--- src/rtl/rdisc_pkg.sv ---
// Package for the radial gradient disc pixel block.
// Holds coordinate and datapath widths, register addresses and the stage record.
// No dependencies.
`default_nettype none
package rdisc_pkg;

    localparam int COORD_BITS = 12;

    // configuration register widths and reset values
    localparam int DIM_W = 13;
    localparam int RAD_W = 11;
    localparam logic [DIM_W-1:0] WIDTH_RST  = 13'd1600;
    localparam logic [DIM_W-1:0] HEIGHT_RST = 13'd1200;
    localparam logic [RAD_W-1:0] RADIUS_RST = 11'd400;

    // doubled offsets: wide enough for 2*coord and for the frame dimension
    localparam int DBL_W = (COORD_BITS + 1 > DIM_W) ? COORD_BITS + 1 : DIM_W;
    localparam int DX_W  = DBL_W + 1;
    localparam int SQ_W  = 2 * DX_W;
    localparam int SUM_W = SQ_W + 1;

    // 4*radius^2 and the scaled square inside the disc
    localparam int LIM_W = 2 * RAD_W + 2;
    localparam int M_W   = LIM_W + 16;
    localparam logic [15:0] GREY_SCALE = 16'd65025;   // 255^2

    // grey search
    localparam int G_W  = 8;
    localparam int Q_W  = LIM_W + G_W;
    localparam int TR_W = M_W + 2;

    // register addresses (byte address / 4)
    localparam int ADDR_W = 4;
    localparam logic [1:0] REG_WIDTH  = 2'd0;
    localparam logic [1:0] REG_HEIGHT = 2'd1;
    localparam logic [1:0] REG_RADIUS = 2'd2;

    // record passed from geometry stages to the grey search
    typedef struct packed {
        logic           in_disc;
        logic [M_W-1:0] m;
    } t_geom;

endpackage
`default_nettype wire

--- src/rtl/rdisc_geom.sv ---
// Geometry stages of the disc block: offsets, squares, distance test, scaling.
// Four register stages; depends on rdisc_pkg.
`default_nettype none
module rdisc_geom
    import rdisc_pkg::*;
(
    input  wire logic                  i_clk,
    input  wire logic                  i_rst_n,
    input  wire logic                  i_valid,
    input  wire logic [COORD_BITS-1:0] i_pixel_x,
    input  wire logic [COORD_BITS-1:0] i_pixel_y,
    input  wire logic [DIM_W-1:0]      i_width,
    input  wire logic [DIM_W-1:0]      i_height,
    input  wire logic [LIM_W-1:0]      i_lim,
    output logic                       o_valid,
    output t_geom                      o_geom
);

    logic [3:0] r_v;
    logic signed [DX_W-1:0] r_dx, r_dy;
    logic [SQ_W-1:0]  r_sx, r_sy;
    logic [SUM_W-1:0] r_s;
    logic             r_in3;
    t_geom            r_g4;
    logic [SUM_W-1:0] n_s;

    // valid bits
    always_ff @(posedge i_clk) begin
        if (!i_rst_n) begin
            r_v <= '0;
        end else begin
            r_v <= {r_v[2:0], i_valid};
        end
    end

    assign n_s = SUM_W'(r_sx) + SUM_W'(r_sy);

    // datapath
    always_ff @(posedge i_clk) begin
        // stage 1: doubled offsets from the centre
        r_dx <= $signed({1'b0, DBL_W'({i_pixel_x, 1'b0})}) - $signed({1'b0, DBL_W'(i_width)});
        r_dy <= $signed({1'b0, DBL_W'({i_pixel_y, 1'b0})}) - $signed({1'b0, DBL_W'(i_height)});
        // stage 2: squares
        r_sx <= SQ_W'(r_dx * r_dx);
        r_sy <= SQ_W'(r_dy * r_dy);
        // stage 3: distance test
        r_s   <= n_s;
        r_in3 <= (n_s <= SUM_W'(i_lim));
        // stage 4: scale by 255^2, only meaningful inside
        r_g4.in_disc <= r_in3;
        r_g4.m       <= r_in3 ? M_W'(r_s[LIM_W-1:0] * GREY_SCALE) : '0;
    end

    assign o_valid = r_v[3];
    assign o_geom  = r_g4;

endmodule
`default_nettype wire

--- src/rtl/rdisc_grey.sv ---
// Grey search of the disc block: largest g with (g*2r)^2 <= 65025*S.
// One bit a stage, eight stages of shift and add; depends on rdisc_pkg.
`default_nettype none
module rdisc_grey
    import rdisc_pkg::*;
(
    input  wire logic             i_clk,
    input  wire logic             i_rst_n,
    input  wire logic             i_valid,
    input  wire t_geom            i_geom,
    input  wire logic [LIM_W-1:0] i_lim,
    output logic                  o_valid,
    output logic                  o_inside,
    output logic [G_W-1:0]        o_grey
);

    // stage k holds g, g^2*lim (p) and g*lim (q)
    logic            r_v  [1:G_W];
    logic [TR_W-1:0] r_p  [1:G_W];
    logic [Q_W-1:0]  r_q  [1:G_W];
    logic [G_W-1:0]  r_g  [1:G_W];
    logic [M_W-1:0]  r_m  [1:G_W];
    logic            r_in [1:G_W];

    for (genvar i = 0; i < G_W; i++) begin : g_stage
        localparam int K = G_W - 1 - i;
        logic            w_v;
        logic [TR_W-1:0] w_p;
        logic [Q_W-1:0]  w_q;
        logic [G_W-1:0]  w_g;
        logic [M_W-1:0]  w_m;
        logic            w_in;
        logic [TR_W-1:0] n_trial;
        logic            n_take;

        // stage inputs: the geometry record feeds the first stage
        if (i == 0) begin : g_first
            assign w_v  = i_valid;
            assign w_p  = '0;
            assign w_q  = '0;
            assign w_g  = '0;
            assign w_m  = i_geom.m;
            assign w_in = i_geom.in_disc;
        end else begin : g_next
            assign w_v  = r_v[i];
            assign w_p  = r_p[i];
            assign w_q  = r_q[i];
            assign w_g  = r_g[i];
            assign w_m  = r_m[i];
            assign w_in = r_in[i];
        end

        // (g+2^K)^2*lim = p + q*2^(K+1) + lim*4^K
        assign n_trial = w_p + (TR_W'(w_q) << (K + 1)) + (TR_W'(i_lim) << (2 * K));
        assign n_take  = (n_trial <= TR_W'(w_m));

        always_ff @(posedge i_clk) begin
            if (!i_rst_n) begin
                r_v[i+1] <= 1'b0;
            end else begin
                r_v[i+1] <= w_v;
            end
        end

        always_ff @(posedge i_clk) begin
            r_m[i+1]  <= w_m;
            r_in[i+1] <= w_in;
            if (n_take) begin
                r_p[i+1] <= n_trial;
                r_q[i+1] <= w_q + (Q_W'(i_lim) << K);
                r_g[i+1] <= w_g | G_W'(1 << K);
            end else begin
                r_p[i+1] <= w_p;
                r_q[i+1] <= w_q;
                r_g[i+1] <= w_g;
            end
        end
    end

    assign o_valid  = r_v[G_W];
    assign o_inside = r_in[G_W];
    assign o_grey   = r_g[G_W];

endmodule
`default_nettype wire

--- src/rtl/radial_gradient_disc_pixel.sv ---
// Top level of the radial gradient disc pixel block: APB registers and pipeline.
// Instantiates rdisc_geom and rdisc_grey; depends on rdisc_pkg.
//
// Use: raise start with a pixel coordinate on i_pixel_x / i_pixel_y. busy is
// always low, so one request is taken every clock. The result shows on
// o_grey_level / o_inside_disc for one cycle, marked by o_valid, after four
// geometry stages (offset, square, sum and compare, scale by 255^2) and
// eight grey search stages, one grey bit each. Throughput is one pixel per
// clock.
// Registers on APB: frame_width at 0x0, frame_height at 0x4, disc_radius at
// 0x8. Write them only while no pixel is in flight; 4*radius^2 is registered
// in the cycle after a radius write. pready is always high.
// Reset (synchronous, active low) clears the pipeline valid bits and loads
// the register reset values. The receiver cannot stall: results are shown
// once and must be taken in that cycle.
`default_nettype none
module radial_gradient_disc_pixel
    import rdisc_pkg::*;
(
    input  wire logic                  i_clk,
    input  wire logic                  i_rst_n,
    input  wire logic                  start,
    output logic                       busy,
    input  wire logic [COORD_BITS-1:0] i_pixel_x,
    input  wire logic [COORD_BITS-1:0] i_pixel_y,
    output logic                       o_valid,
    output logic [G_W-1:0]             o_grey_level,
    output logic                       o_inside_disc,
    input  wire logic                  psel,
    input  wire logic                  penable,
    input  wire logic                  pwrite,
    input  wire logic [ADDR_W-1:0]     paddr,
    input  wire logic [31:0]           pwdata,
    output logic [31:0]                prdata,
    output logic                       pready
);

    logic [DIM_W-1:0] r_width, r_height;
    logic [RAD_W-1:0] r_radius;
    logic [LIM_W-1:0] r_lim;
    logic             w_wr;
    logic             w_geom_valid, w_grey_valid, w_inside;
    logic [G_W-1:0]   w_grey;
    t_geom            w_geom;

    assign busy   = 1'b0;
    assign pready = 1'b1;
    assign w_wr   = psel && penable && pwrite;

    // configuration registers
    always_ff @(posedge i_clk) begin
        if (!i_rst_n) begin
            r_width  <= WIDTH_RST;
            r_height <= HEIGHT_RST;
            r_radius <= RADIUS_RST;
        end else if (w_wr) begin
            unique case (paddr[3:2])
                REG_WIDTH:  r_width  <= pwdata[DIM_W-1:0];
                REG_HEIGHT: r_height <= pwdata[DIM_W-1:0];
                REG_RADIUS: r_radius <= pwdata[RAD_W-1:0];
                default: ;
            endcase
        end
    end

    // 4*radius^2, follows the radius register
    always_ff @(posedge i_clk) begin
        r_lim <= {(2 * RAD_W)'(r_radius * r_radius), 2'b00};
    end

    // read back
    always_comb begin
        unique case (paddr[3:2])
            REG_WIDTH:  prdata = 32'(r_width);
            REG_HEIGHT: prdata = 32'(r_height);
            REG_RADIUS: prdata = 32'(r_radius);
            default:    prdata = '0;
        endcase
    end

    rdisc_geom u_geom (
        .i_clk     (i_clk),
        .i_rst_n   (i_rst_n),
        .i_valid   (start && !busy),
        .i_pixel_x (i_pixel_x),
        .i_pixel_y (i_pixel_y),
        .i_width   (r_width),
        .i_height  (r_height),
        .i_lim     (r_lim),
        .o_valid   (w_geom_valid),
        .o_geom    (w_geom)
    );

    rdisc_grey u_grey (
        .i_clk    (i_clk),
        .i_rst_n  (i_rst_n),
        .i_valid  (w_geom_valid),
        .i_geom   (w_geom),
        .i_lim    (r_lim),
        .o_valid  (w_grey_valid),
        .o_inside (w_inside),
        .o_grey   (w_grey)
    );

    // zero radius gives no gradient
    assign o_valid       = w_grey_valid;
    assign o_inside_disc = w_inside;
    assign o_grey_level  = (r_radius == '0) ? '0 : w_grey;

    a_out_grey: assert property (@(posedge i_clk) disable iff (!i_rst_n)
        o_valid && !o_inside_disc |-> o_grey_level == '0)
        else $error("grey level nonzero outside the disc");

    a_search_lat: assert property (@(posedge i_clk) disable iff (!i_rst_n)
        o_valid |-> $past(w_geom_valid, G_W))
        else $error("result without matching geometry request");

    a_geom_lat: assert property (@(posedge i_clk) disable iff (!i_rst_n)
        w_geom_valid |-> $past(start, 4))
        else $error("geometry stage valid without a request");

endmodule
`default_nettype wire

--- config.mk ---
export PLATFORM = sky130hd
export DESIGN_NAME = radial_gradient_disc_pixel
export DESIGN_NICKNAME = d
export VERILOG_FILES = /design/src/rtl/rdisc_pkg.sv /design/src/rtl/rdisc_geom.sv /design/src/rtl/rdisc_grey.sv /design/src/rtl/radial_gradient_disc_pixel.sv
export SDC_FILE = /design/constraint.sdc
export NUM_CORES = 2
export LEC_CHECK = 0
export ABC_AREA = 1
export BUFFER_PORTS_ARGS = -buffer_cell sky130_fd_sc_hd__buf_2
export CAP_MARGIN = 40
export CORE_MARGIN = 4
export CORE_UTILIZATION = 60
export DETAILED_ROUTE_END_ITERATION = 10
export PLACE_DENSITY = 0.76
export RECOVER_POWER = 100
export SYNTH_ARGS = -nofsm -noshare
export SYNTH_HDL_FRONTEND = slang
export SYNTH_SLANG_ARGS = --single-unit
--- constraint.sdc ---
create_clock -name i_clk -period 7.5 [get_ports i_clk]
set_clock_uncertainty 0.2 [all_clocks]
set_input_delay 1.5 -clock i_clk [delete_from_list [all_inputs] [get_ports i_clk]]
set_output_delay 1.5 -clock i_clk [all_outputs]
set_load 0.01 [all_outputs]
==> out/qor.txt <==
====================================================================================
Share of the yosys chip area belonging to registers                            23.7%
Antenna violations before repair                                                   4
EDFF count, synth                                                                  0
Max FO, Critical Path                                                             48
Layout-stage area growth over the synthesis result                             7.39%
Initial cell density of the core                                               60.6%
Number of sinks driven by the clock tree                                         905
Worst-case headroom to the max-slew limit                                     -33.2%
Post_cts resized                                                                   0
Register-to-register path setup slack                                         500 ps
Setup repair after global routing missed its margin                               no
DRC violations left                                                                0
Wire length of the first global-routing pass                               365000 um
Number of nets still failing antenna checks after routing                          0
Synthesized instance count                                                      9538
Prevailing post-synth register cell                                     sky130_fd_sc_hd__dfxtp_1
Fill cell count                                                                11000
Global route overflow                                                              0
Hold depth                                                                         0
Drt via density                                                                 5.71
Startpoint of the tightest hold check path                              u_grey.r_in[3]
Clock period minus worst slack                                               7000 ps
CTS tree                                                                       built
Worst endpoint data arrival time                                             7440 ps
Half-perimeter wire length after detailed placement                        198000 um
Die Span Y                                                                    365 um
Total count of hold-check failures in the final report                             0
Most frequent cells in the layout                                       sky130_fd_sc_hd__nand2_1 (2040), sky130_fd_sc_hd__inv_1 (1638), sky130_fd_sc_hd__ha_1 (1001)
Flop and latch count out of synthesis                                            905
Average wire per standard cell                                               21.1 um
Fraction of registers with async set/reset                                        0%
Count of warnings emitted by yosys                                                 0
Root buffer cell                                                        sky130_fd_sc_hd__clkbuf_16
Capturing element type of the critical path                                 register
Global router's overall resource usage                                         35.7%
Worst reg2reg endpoint                                                  u_grey.r_p[0][162]
Detailed Routing Iterations Pass 1                                                 8
Input/output buffers                                                              67
Longest Clk Path Bufs                                                              3
Insertion delay of the later-clocked pin in the worst-skew pair               750 ps
Mapped Area                                                               0.0765 mm2
Kind of launch point of the worst setup path                                register
Outcome                                                                 complete, but fails checks
Number of nets in the final layout                                             11300
Overall die width                                                             365 um
Peak Freq                                                                    143 MHz
Violations in the final reports                                         max-capacitance violations, max-slew violations
Weighted congestion at the end of routability-driven global placement           1.01
Crit path setup slack, layout                                                 497 ps
Number of global-route vias before repair                                      64900
Fin util                                                                       65.1%
Accumulated negative setup slack                                                0 ps
Total number of vias                                                           64700
Die Outline Area                                                           0.133 mm2
Site row count                                                                   130
Commonest non-fill, non-tap cell in the layout                          sky130_fd_sc_hd__nand2_1
TritonCTS buffer count                                                            99
Fraction of the cycle the final worst path needs                               93.4%
Data required time of the critical path                                      7940 ps
Clock transition at the registers of the reported paths                        60 ps
Origin of the critical flop-to-flop path                                   r_lim[19]
Tightest Pin Transition                                                      2000 ps
Worst hold endpoint                                                     u_grey.r_in[4]
Number of violations of the max-capacitance limit                                  4
Fraction of layout instances using a drive strength above 1                    3.75%
# H-tree levels                                                                    3
Boundary Pins                                                                    110
Final-report max-slew violation count                                            111
Number of hold buffers added after CTS                                             0
Worst Path Class, Setup                                                 register to register
Final setup violation count                                                        0
Post-Synthesis Mean Instance Area                                           8.02 um2
Setup Fix Bufs, Post-CTS                                                           0
Worst setup timing slack at the placement stage                               960 ps
Core area                                                                  0.126 mm2
Crit. Startpoint                                                           r_lim[19]
Final Routed Wirelength                                                    239000 um
Count of cells along the worst register-to-register path                          21
Initial drt markers                                                             5104
Post-synthesis cell type count                                                    65
Hold WC Path Type                                                       register to register
Maximum number of pins on one net before global-route repair                      61
====================================================================================
-- worst max-delay path by stage --
stage / to / slack, ps / cells after the start
floorplan: u_geom.r_sy[24] / 1200 / 21
global placement: u_geom.r_sy[24] / 1010 / 19
detailed placement: u_geom.r_sy[24] / 960 / 19
CTS: u_geom.r_sy[24] / 930 / 19
global route: u_grey.r_q[0][247] / 310 / 26
finish: u_grey.r_p[0][162] / 500 / 21
-- cell type report --
| cell class | instances | area, um2 | share of cell area, % |
|---|---|---|---|
| repair buffers | 146 | 942 | 1.15 |
| flip-flops and latches | 905 | 18100 | 22.1 |
| multi-input cells | 6810 | 51300 | 62.4 |
| well taps | 1650 | 2060 | 2.51 |
| clock inverters | 56 | 764 | 0.931 |
| clock buffers | 125 | 2790 | 3.40 |
| inverters | 1643 | 6170 | 7.51 |
| diodes | 2 | 5.00 | 0.00610 |
-- kinds of logic (layout without fill, tap and decap cells) --
family,Yosys count,count (layout),share of synthesized area (%)
and+or+nand+nor,3321,3321,18.4
muxes,1,1,0.0147
adders and majority gates,1638,1638,33.1
buffers and inverters,1844,1970,9.44
AOI/OAI and AO/OA,1349,1349,9.90
xor gates and xnor gates,478,478,5.51
DFF,905,905,23.7
other,2,25,0.00982
-- sequential cells by signal (all words and copies together) (netlist names), 14 cells and up --
signal	flops
r_lim	21
u_geom.o_geom	41
u_geom.r_dx	14
u_geom.r_dy	14
u_geom.r_s	24
u_geom.r_sx	27
u_geom.r_sy	27
u_grey.r_g	36
u_grey.r_m	280
u_grey.r_p	210
u_grey.r_q	153
-- cells in the mapped netlist, types with 7 or more instances --
library cell	instances	area, um2
sky130_fd_sc_hd__nand2_1	2042	7660
sky130_fd_sc_hd__inv_1	1638	6150
sky130_fd_sc_hd__ha_1	1001	12500
sky130_fd_sc_hd__dfxtp_1	905	18100
sky130_fd_sc_hd__a21oi_1	660	3300
sky130_fd_sc_hd__fa_1	637	12800
sky130_fd_sc_hd__nor2_1	486	1820
sky130_fd_sc_hd__o21ai_0	360	1800
sky130_fd_sc_hd__nand4_1	313	1960
sky130_fd_sc_hd__xor2_1	293	2570
sky130_fd_sc_hd__nand3_1	280	1400
sky130_fd_sc_hd__xnor2_1	183	1600
sky130_fd_sc_hd__clkbuf_1	101	379
sky130_fd_sc_hd__nor3_1	90	450
sky130_fd_sc_hd__a21o_1	62	465
sky130_fd_sc_hd__a31oi_1	56	350
sky130_fd_sc_hd__o21bai_1	54	405
sky130_fd_sc_hd__buf_2	48	240
sky130_fd_sc_hd__or2_2	34	213
sky130_fd_sc_hd__nor4_1	31	194
sky130_fd_sc_hd__o21a_1	31	233
sky130_fd_sc_hd__buf_4	30	225
sky130_fd_sc_hd__a21boi_0	22	165
sky130_fd_sc_hd__o211ai_1	22	165
sky130_fd_sc_hd__a211oi_1	16	120
sky130_fd_sc_hd__buf_6	16	180
sky130_fd_sc_hd__o221ai_1	14	123
sky130_fd_sc_hd__nand3b_1	11	82.6
sky130_fd_sc_hd__and2_1	7	43.8
sky130_fd_sc_hd__nand2_2	7	43.8
-- per-layer routing --
metal / routed length (um) / GRT usage, % / share of wire (%) / vias to the layer above
met3: 15500 / 4.94 / 6.5 / 754
met4: 18800 / 23.1 / 7.9 / 2
met1: 90200 / 41.6 / 38 / 30700
li1: - / - / - / 30800
met2: 114000 / 61.8 / 48 / 2463
met5: 8 / 0 / 0.0033 / -
-- worst max-delay path, stage by stage (launching register included) --
cell	delay, ps
sky130_fd_sc_hd__dfxtp_1	610
sky130_fd_sc_hd__clkbuf_1	1360
sky130_fd_sc_hd__fa_1	630
sky130_fd_sc_hd__ha_1	380
sky130_fd_sc_hd__nand2_1	110
sky130_fd_sc_hd__nor4_1	700
sky130_fd_sc_hd__nand4_1	220
sky130_fd_sc_hd__nand3_1	160
sky130_fd_sc_hd__xor2_1	200
sky130_fd_sc_hd__ha_1	260
sky130_fd_sc_hd__nand2_1	80
sky130_fd_sc_hd__nor2_1	50
sky130_fd_sc_hd__a211oi_1	170
sky130_fd_sc_hd__o21ai_0	100
sky130_fd_sc_hd__a21boi_0	210
sky130_fd_sc_hd__nand2_1	100
sky130_fd_sc_hd__nand2_1	70
sky130_fd_sc_hd__nand2_1	50
sky130_fd_sc_hd__nand2_1	70
sky130_fd_sc_hd__clkbuf_2	820
sky130_fd_sc_hd__nand3_1	150
sky130_fd_sc_hd__nand2_1	200
-- through the flow --
| stage | std cells | instance area [um2] | hold WS (ps) |
|---|---|---|---|
| final | 11300 | 82100 | 126 |
| after global routing | 11300 | 82100 | 132 |
| after CTS | 11300 | 82200 | 126 |
| after detailed placement | 11200 | 78600 | 112 |
| after global placement | 11200 | 78600 | 110 |
| after floorplan | 9559 | 76500 | 110 |
Power is not shown: default switching activity piles up to over one toggle a cycle in this logic, so the estimate is an artifact.
